==> config.mk <==
export PLATFORM = sky130hd
export DESIGN_NAME = dmx_frame_receiver
export DESIGN_NICKNAME = d
export VERILOG_FILES = /design/src/rtl/dmxr_pkg.sv /design/src/rtl/dmx_frame_receiver.sv /design/src/rtl/dmxr_update.sv
export SDC_FILE = /design/constraint.sdc
export NUM_CORES = 1
export LEC_CHECK = 0
export ABC_CLOCK_PERIOD_IN_PS = 3350
export BUFFER_PORTS_ARGS = -buffer_cell sky130_fd_sc_hd__buf_2
export CELL_PAD_IN_SITES_DETAIL_PLACEMENT = 0
export CELL_PAD_IN_SITES_GLOBAL_PLACEMENT = 1
export CORE_AREA = 2 2 148 150
export CTS_CLUSTER_DIAMETER = 60
export DETAILED_ROUTE_END_ITERATION = 7
export DIE_AREA = 0 0 150 152
export HOLD_SLACK_MARGIN = 0.05
export PLACE_DENSITY = 0.73
export SLEW_MARGIN = 20
export SYNTH_ARGS = -nofsm -noshare
export SYNTH_HDL_FRONTEND = slang
export SYNTH_SLANG_ARGS = --single-unit
==> constraint.sdc <==
create_clock -name clk -period 3.35 [get_ports clk]
set_input_delay 0.1675 -clock clk [delete_from_list [all_inputs] [get_ports clk]]
set_output_delay 0.1675 -clock clk [all_outputs]
set_load 0.005 [all_outputs]
==> src/rtl/dmxr_pkg.sv <==
// dmxr_pkg: shared types and constants for the dmx frame receiver
// no dependencies
package dmxr_pkg;

  localparam int SLOT_COUNT_DEF = 512;

  localparam int ADDR_W = 9;
  localparam int TMO_W  = 16;
  localparam int CFG_W  = 16;
  localparam int CNT_W  = 32;

  localparam logic [1:0] KIND_BYTE  = 2'd0;
  localparam logic [1:0] KIND_BREAK = 2'd1;
  localparam logic [1:0] KIND_TICK  = 2'd2;

  localparam logic [0:0] REG_START_ADDRESS = 1'd0;
  localparam logic [0:0] REG_TIMEOUT_TICKS = 1'd1;

  localparam logic [ADDR_W-1:0] START_ADDRESS_RST = 9'd1;
  localparam logic [TMO_W-1:0]  TIMEOUT_TICKS_RST = 16'd1000;

  localparam logic [7:0]       START_CODE = 8'h00;
  localparam logic [TMO_W-1:0] QUIET_MAX  = 16'hffff;

  typedef struct packed {
    logic       awaiting_break;
    logic [7:0] held_position;
    logic [7:0] position;
    logic [7:0] speed;
    logic [CNT_W-1:0] frame_counter;
    logic       valid_flag;
    logic [TMO_W-1:0] quiet_ticks;
  } dmxr_state_t;

  typedef struct packed {
    logic changed;
    logic lost;
  } dmxr_flags_t;

endpackage

==> src/rtl/dmx_frame_receiver.sv <==
// dmx_frame_receiver: dmx512 receiver that captures a position/speed slot pair
// depends on dmxr_pkg and dmxr_update
//
//   port group  dir  handshake         payload
//   in_         in   in_valid/in_stall   in_kind, in_rx_byte
//   out_        out  out_valid/out_stall position, speed, flags, frames_seen
//   cfg_        in   cfg_we             cfg_index, cfg_wdata
//
// one word per cycle while in_stall is low; a word waits in the input register,
// the state update runs between it and the result register
// the input register refills while a result waits, so in_stall rises only
// when both registers hold words and out_stall is high
// rst_n is synchronous; config registers reset to address 1 and 1000 ticks
module dmx_frame_receiver #(
  parameter int SLOT_COUNT = dmxr_pkg::SLOT_COUNT_DEF
) (
  input  logic                         clk,
  input  logic                         rst_n,
  input  logic                         in_valid,
  output logic                         in_stall,
  input  logic [1:0]                   in_kind,
  input  logic [7:0]                   in_rx_byte,
  output logic                         out_valid,
  input  logic                         out_stall,
  output logic [7:0]                   out_position,
  output logic [7:0]                   out_speed,
  output logic                         out_data_valid,
  output logic                         out_changed,
  output logic                         out_signal_lost,
  output logic [dmxr_pkg::CNT_W-1:0]   out_frames_seen,
  input  logic                         cfg_we,
  input  logic [0:0]                   cfg_index,
  input  logic [dmxr_pkg::CFG_W-1:0]   cfg_wdata
);
  import dmxr_pkg::*;

  localparam int SLOT_W = $clog2(SLOT_COUNT + 2);

  logic              in_valid_r;
  logic [1:0]        kind_r;
  logic [7:0]        byte_r;
  logic              out_valid_r;
  logic              adv;
  logic              in_take;

  logic [ADDR_W-1:0] start_address_r;
  logic [TMO_W-1:0]  timeout_ticks_r;

  dmxr_state_t       st_r;
  dmxr_state_t       st_nxt;
  logic [SLOT_W-1:0] slot_r;
  logic [SLOT_W-1:0] slot_nxt;
  dmxr_flags_t       flags;

  assign adv      = in_valid_r && (!out_valid_r || !out_stall);
  assign in_stall = in_valid_r && out_valid_r && out_stall;
  assign in_take  = in_valid && !in_stall;

  dmxr_update #(
    .SLOT_COUNT (SLOT_COUNT),
    .SLOT_W     (SLOT_W)
  ) u_update (
    .kind          (kind_r),
    .rx_byte       (byte_r),
    .start_address (start_address_r),
    .timeout_ticks (timeout_ticks_r),
    .st            (st_r),
    .slot          (slot_r),
    .st_nxt        (st_nxt),
    .slot_nxt      (slot_nxt),
    .flags         (flags)
  );

  always_ff @(posedge clk) begin
    if (!rst_n) begin
      in_valid_r      <= 1'b0;
      out_valid_r     <= 1'b0;
      start_address_r <= START_ADDRESS_RST;
      timeout_ticks_r <= TIMEOUT_TICKS_RST;
      st_r            <= '{awaiting_break: 1'b1, default: '0};
      slot_r          <= '0;
    end else begin
      in_valid_r  <= in_take || (in_valid_r && !adv);
      out_valid_r <= adv || (out_valid_r && out_stall);
      if (cfg_we) begin
        case (cfg_index)
          REG_START_ADDRESS: start_address_r <= cfg_wdata[ADDR_W-1:0];
          REG_TIMEOUT_TICKS: timeout_ticks_r <= cfg_wdata[TMO_W-1:0];
          default: start_address_r <= start_address_r;
        endcase
      end
      if (adv) begin
        st_r   <= st_nxt;
        slot_r <= slot_nxt;
      end
    end
  end

  always_ff @(posedge clk) begin
    if (in_take) begin
      kind_r <= in_kind;
      byte_r <= in_rx_byte;
    end
    if (adv) begin
      out_position    <= st_nxt.position;
      out_speed       <= st_nxt.speed;
      out_data_valid  <= st_nxt.valid_flag;
      out_changed     <= flags.changed;
      out_signal_lost <= flags.lost;
      out_frames_seen <= st_nxt.frame_counter;
    end
  end

  assign out_valid = out_valid_r;

  a_lost_clears_valid : assert property (@(posedge clk) disable iff (!rst_n)
    out_valid_r && out_signal_lost |-> !out_data_valid)
    else $error("signal_lost with data_valid set");

  a_change_counts_frame : assert property (@(posedge clk) disable iff (!rst_n)
    adv && flags.changed |-> st_nxt.frame_counter == st_r.frame_counter + CNT_W'(1))
    else $error("position or speed changed without a frame");

  a_lost_only_on_tick : assert property (@(posedge clk) disable iff (!rst_n)
    adv && kind_r != KIND_TICK |-> !flags.lost)
    else $error("signal_lost outside a tick");

  a_stall_when_full : assert property (@(posedge clk) disable iff (!rst_n)
    in_stall |-> in_valid_r && out_valid_r)
    else $error("input stalled with a free register");

  a_slot_bounded : assert property (@(posedge clk) disable iff (!rst_n)
    10'(slot_r) <= 10'(SLOT_COUNT + 1))
    else $error("slot index out of range");

endmodule

==> src/rtl/dmxr_update.sv <==
// dmxr_update: next-state logic for one line event (byte, break or tick)
// depends on dmxr_pkg
module dmxr_update #(
  parameter int SLOT_COUNT = dmxr_pkg::SLOT_COUNT_DEF,
  parameter int SLOT_W     = $clog2(SLOT_COUNT + 2)
) (
  input  logic [1:0]                   kind,
  input  logic [7:0]                   rx_byte,
  input  logic [dmxr_pkg::ADDR_W-1:0]  start_address,
  input  logic [dmxr_pkg::TMO_W-1:0]   timeout_ticks,
  input  dmxr_pkg::dmxr_state_t        st,
  input  logic [SLOT_W-1:0]            slot,
  output dmxr_pkg::dmxr_state_t        st_nxt,
  output logic [SLOT_W-1:0]            slot_nxt,
  output dmxr_pkg::dmxr_flags_t        flags
);
  import dmxr_pkg::*;

  logic [9:0]       slot_ext;
  logic [9:0]       sa_ext;
  logic [9:0]       sa_next;
  logic [TMO_W:0]   quiet_inc;
  logic             is_zero;

  assign slot_ext  = 10'(slot);
  assign sa_ext    = 10'(start_address);
  assign sa_next   = sa_ext + 10'd1;
  assign quiet_inc = {1'b0, st.quiet_ticks} + {{TMO_W{1'b0}}, 1'b1};
  assign is_zero   = (rx_byte == START_CODE);

  always_comb begin
    st_nxt     = st;
    slot_nxt   = slot;
    flags.lost = 1'b0;
    case (kind)
      KIND_BYTE: begin
        if (st.awaiting_break && !is_zero) begin
          st_nxt = st;
        end else if (st.awaiting_break || slot == '0) begin
          if (is_zero) begin
            st_nxt.awaiting_break = 1'b0;
            slot_nxt = SLOT_W'(1);
            if (start_address == '0) begin
              st_nxt.held_position = rx_byte;
            end
          end else begin
            st_nxt.awaiting_break = 1'b1;
          end
        end else if (slot_ext <= 10'(SLOT_COUNT)) begin
          slot_nxt = slot + SLOT_W'(1);
          if (slot_ext == sa_ext) begin
            st_nxt.held_position = rx_byte;
          end else if (slot_ext == sa_next) begin
            st_nxt.position      = st.held_position;
            st_nxt.speed         = rx_byte;
            st_nxt.frame_counter = st.frame_counter + CNT_W'(1);
            st_nxt.valid_flag    = 1'b1;
            st_nxt.quiet_ticks   = '0;
          end else if (slot_ext > sa_next) begin
            st_nxt.quiet_ticks = '0;
          end
        end
      end
      KIND_BREAK: begin
        st_nxt.awaiting_break = 1'b0;
        slot_nxt = '0;
      end
      KIND_TICK: begin
        if (st.valid_flag && (quiet_inc > {1'b0, timeout_ticks})) begin
          st_nxt.valid_flag = 1'b0;
          flags.lost = 1'b1;
        end
        st_nxt.quiet_ticks = quiet_inc[TMO_W] ? QUIET_MAX : quiet_inc[TMO_W-1:0];
      end
      default: begin
        st_nxt = st;
      end
    endcase
    flags.changed = (st_nxt.position != st.position) || (st_nxt.speed != st.speed);
  end

endmodule

==> impl_metrics.yaml <==
outcome:
  status: "finished, final reports clean"
timing:
  worst_slew_pin_slew_ns: 1.030
  timing.fmax_mhz: 320.9
  period_share: 0.9302
  timing.final.crit_period_ns: 3.116
  setup_viol: 0
  hold_slack_ns: 0.1887
  max_slew_margin: 0.3120
  slew_violations: 0
  final.setup.tns_ns: 0
  hold_viol_final: 0
  clock_skew_ns: 0.01301
  grt_setup_unrepaired: "false"
worst_setup_path:
  endpoint_kind: "flip-flop"
  reg2reg_depth: 12
  cp_top_family: "simple AND/OR/NAND/NOR gates"
  crit_buf_inv: 1
  cpPeakStageDelay_ns: 0.47
  cp.depth: 12
  crit_path_start_kind: "flip-flop"
  crit_required_ns: 3.70
  path_common_cell: "ha_1"
  worstReg2RegStart: "start_address_r[0]$_SDFFE_PN1P_"
  cpMaxStageDelayCell: "or4_4"
  crit_chain: "ha_1, nand3_1, nor2_2, xnor2_1, ha_1, nand4_1, nor4b_4, buf_4, o211ai_1, or4_4, or3_1, a21oi_1"
  rrSetupSlack_ns: 0.23
  crit_fanout: 5
  cp_data_arrival_time_ns: 3.47
  worstSetupPathType: "flip-flop to flip-flop"
  r2r-end: "st_r[39]$_SDFFE_PN0P_"
floorplanning:
  fp.coreArea_um2: 21350
  num_rows: 54
  die_area_um2: 22800
  start_util: 0.4081
  die_h_um: 152
  die_w_um: 150
  ioPinCount: 85
global_routing:
  grt-ovfl-total: 0
  grt_pass1_wl_um: 33470
  antenna_found_initial: 0
  grt_pass1_vias: 6513
  grtUsageTotal: 0.1840
  grt_max_degree: 81
hold_path:
  hold_path_end: "start_address_r[2]$_SDFFE_PN0P_"
  hold_class: "primary input to flip-flop"
  hold_start: "cfg_index"
  min_delay_path_depth: 4
cells_and_area:
  fin_cells: 1320
  multiInputGateArea_um2: 4397
  final_layout_size_suffix_gt1_frac: 0.1692
  fin_nets: 1091
  diodes: 0
  final-seq-area_um2: 4054
  fill_cells: 2034
  syn2layout_area_growth_pct: 20.21
  final_area_um2: 10470
placed_design:
  placed_cells: 1260
  dp_hpwl_um: 14490
  gp_congestion: 0.8593
  portBuffers: 84
  placed_area_um2: 9488
route:
  drc: 0
  drt-pass1-iter-count: 4
  wirelength_um: 20500
  ant_nets: 0
  via_count: 6855
  drt_iter0_drc: 378
  wl_per_cell_um: 15.53
  via_per_inst: 5.193
synth:
  synth_area_um2: 8712
  synth_ff_type: "dfxtp_1"
  synth-edff-count: 61
  synth_top_cell_area_share: 0.2551
  yosysUniqueCellTypes: 61
  yosysTopAreaCell: "dfxtp_1"
  synth.area.top_cells: "dfxtp_1 (26%), edfxtp_1 (21%), xnor2_1 (6.7%)"
  syn_avg_cell_area_um2: 9.501
  synthTopCellsByCount: "dfxtp_1 (111), nor2_1 (97), nand2_1 (90), xnor2_1 (67), edfxtp_1 (61)"
  synthArstFlopShare: 0
  syn-instance-count: 917
  syn_nets: 981
  synth-seq-cells: 172
  seq_area_frac_synth: 0.4653
  synth.most_common_cell: "dfxtp_1"
  synth_warnings: 0
clocking:
  numClockSinks: 172
  clockBufferDepth: 2
  cts_buffers: 17
  cts_tree: "built"
  clkSlewWorstSetupHoldPaths_ns: 0.07
  h-tree-depth: 4
  cts_root_buffer: "clkbuf_16"
  clkLatencyLatePin_ns: 0.43
pwr:
  p_leak_nw: 4.168
  peakVddDrop_v: 0.0003446
  power_density_nw_per_um2: 450.0
flow_run:
  maxCapViolations: 0
-- layer usage --
layer | share of wire | vias to the layer above | wire (µm) | GRT usage
met3 | 0.032 | 27 | 655 | 0.02943
met1 | 0.49 | 3198 | 9970 | 0.2514
met5 | 0 | - | 0 | 0
li1 | - | 3499 | - | -
met4 | 0.015 | 0 | 306 | 0.06244
met2 | 0.47 | 131 | 9568 | 0.2959
-- how the worst max path moves through the flow --
stage | from | end | slack, ns
global route | start_address_r[0]$_SDFFE_PN1P_ | st_r[42]$_SDFFE_PN0P_ | 0.01
floorplan | start_address_r[1]$_SDFFE_PN0P_ | st_r[42]$_SDFFE_PN0P_ | 0.09
CTS | start_address_r[0]$_SDFFE_PN1P_ | st_r[40]$_SDFFE_PN0P_ | 0.01
detailed placement | start_address_r[0]$_SDFFE_PN1P_ | st_r[38]$_SDFFE_PN0P_ | -0.01
finish | start_address_r[0]$_SDFFE_PN1P_ | st_r[39]$_SDFFE_PN0P_ | 0.23
global placement | start_address_r[0]$_SDFFE_PN1P_ | st_r[42]$_SDFFE_PN0P_ | 0.06
-- cell type report --
| class | instances | share of cell area |
|---|---|---|
| clock buffer | 21 | 0.04612 |
| sequential | 172 | 0.3871 |
| inverter | 37 | 0.01326 |
| timing repair buffer | 135 | 0.08339 |
| clock inverter | 11 | 0.01685 |
| tap | 280 | 0.03345 |
| multi-input combinational | 664 | 0.4198 |
-- worst min-delay path, cell delays in order --
cell	delay [ns]
buf_2	0.12
nor2b_1	0.14
nand2_1	0.10
a21oi_1	0.05
-- per-stage QoR --
stage / utilization / worst slack [ns] / total power, mW
2_1_floorplan: - / 0.09248 / 2.429
3_3_place_gp: 0.4444 / 0.05682 / 2.538
5_1_grt: 0.4905 / 0.01268 / 4.877
6_report: 0.4905 / 0.2337 / 4.713
3_5_place_dp: 0.4444 / -0.01434 / 2.539
4_1_cts: 0.4888 / 0.009897 / 4.759
-- state kept, by name, indices dropped and copies added (netlist names) --
name / flops
byte_r: 8
out_changed: 1
out_frames_seen: 32
out_data_valid: 1
out_valid: 1
st_r: 74
out_speed: 8
out_signal_lost: 1
kind_r: 2
out_position: 8
timeout_ticks_r: 16
in_valid_r: 1
slot_r: 10
start_address_r: 9
-- power by group --
group / total (mW) / switching (mW) / internal [mW]
Clock: 2.19 / 0.842 / 1.35
Sequential: 2.24 / 0.0325 / 2.21
Combinational: 0.276 / 0.162 / 0.114
-- timing repair --
item                                    4_1_cts  5_1_grt
endpoints found under the setup margin        5       14
hold endpoints to repair                     37        0
buffers inserted                              0        0
pin swaps                                     0        2
hold buffers                                 28        0
gates resized for setup                       1        7
-- cells in the final DEF, fill, tap and decap left out, drive strengths merged, types with 4 or more instances in the layout --
cell type	count
nor2	97
nand2	90
a21oi	50
nor2b	5
a221oi	4
or2	4
o31ai	5
nor4	18
mux2	16
mux2i	27
buf	107
o21ai	32
xnor2	67
nand3	26
xor2	33
nor3	29
and3	8
inv	42
o211ai	14
bufinv	4
or4	6
edfxtp	61
dlygate4sd3	28
nand4	27
a21o	6
or3	12
ha	32
clkbuf	21
nand2b	8
dfxtp	111
and4	6
-- cells by family after synthesis --
kind of cell / after synthesis / synth area share
DFF: 172 / 0.4653
muxes: 43 / 0.05170
adders and majority gates: 32 / 0.04596
buffers and inverters: 81 / 0.03562
and+or+nand+nor: 344 / 0.1936
xor gates and xnor gates: 100 / 0.1005
AOI/OAI and AO/OA: 145 / 0.1073
Power figures use the tool's default switching activity.
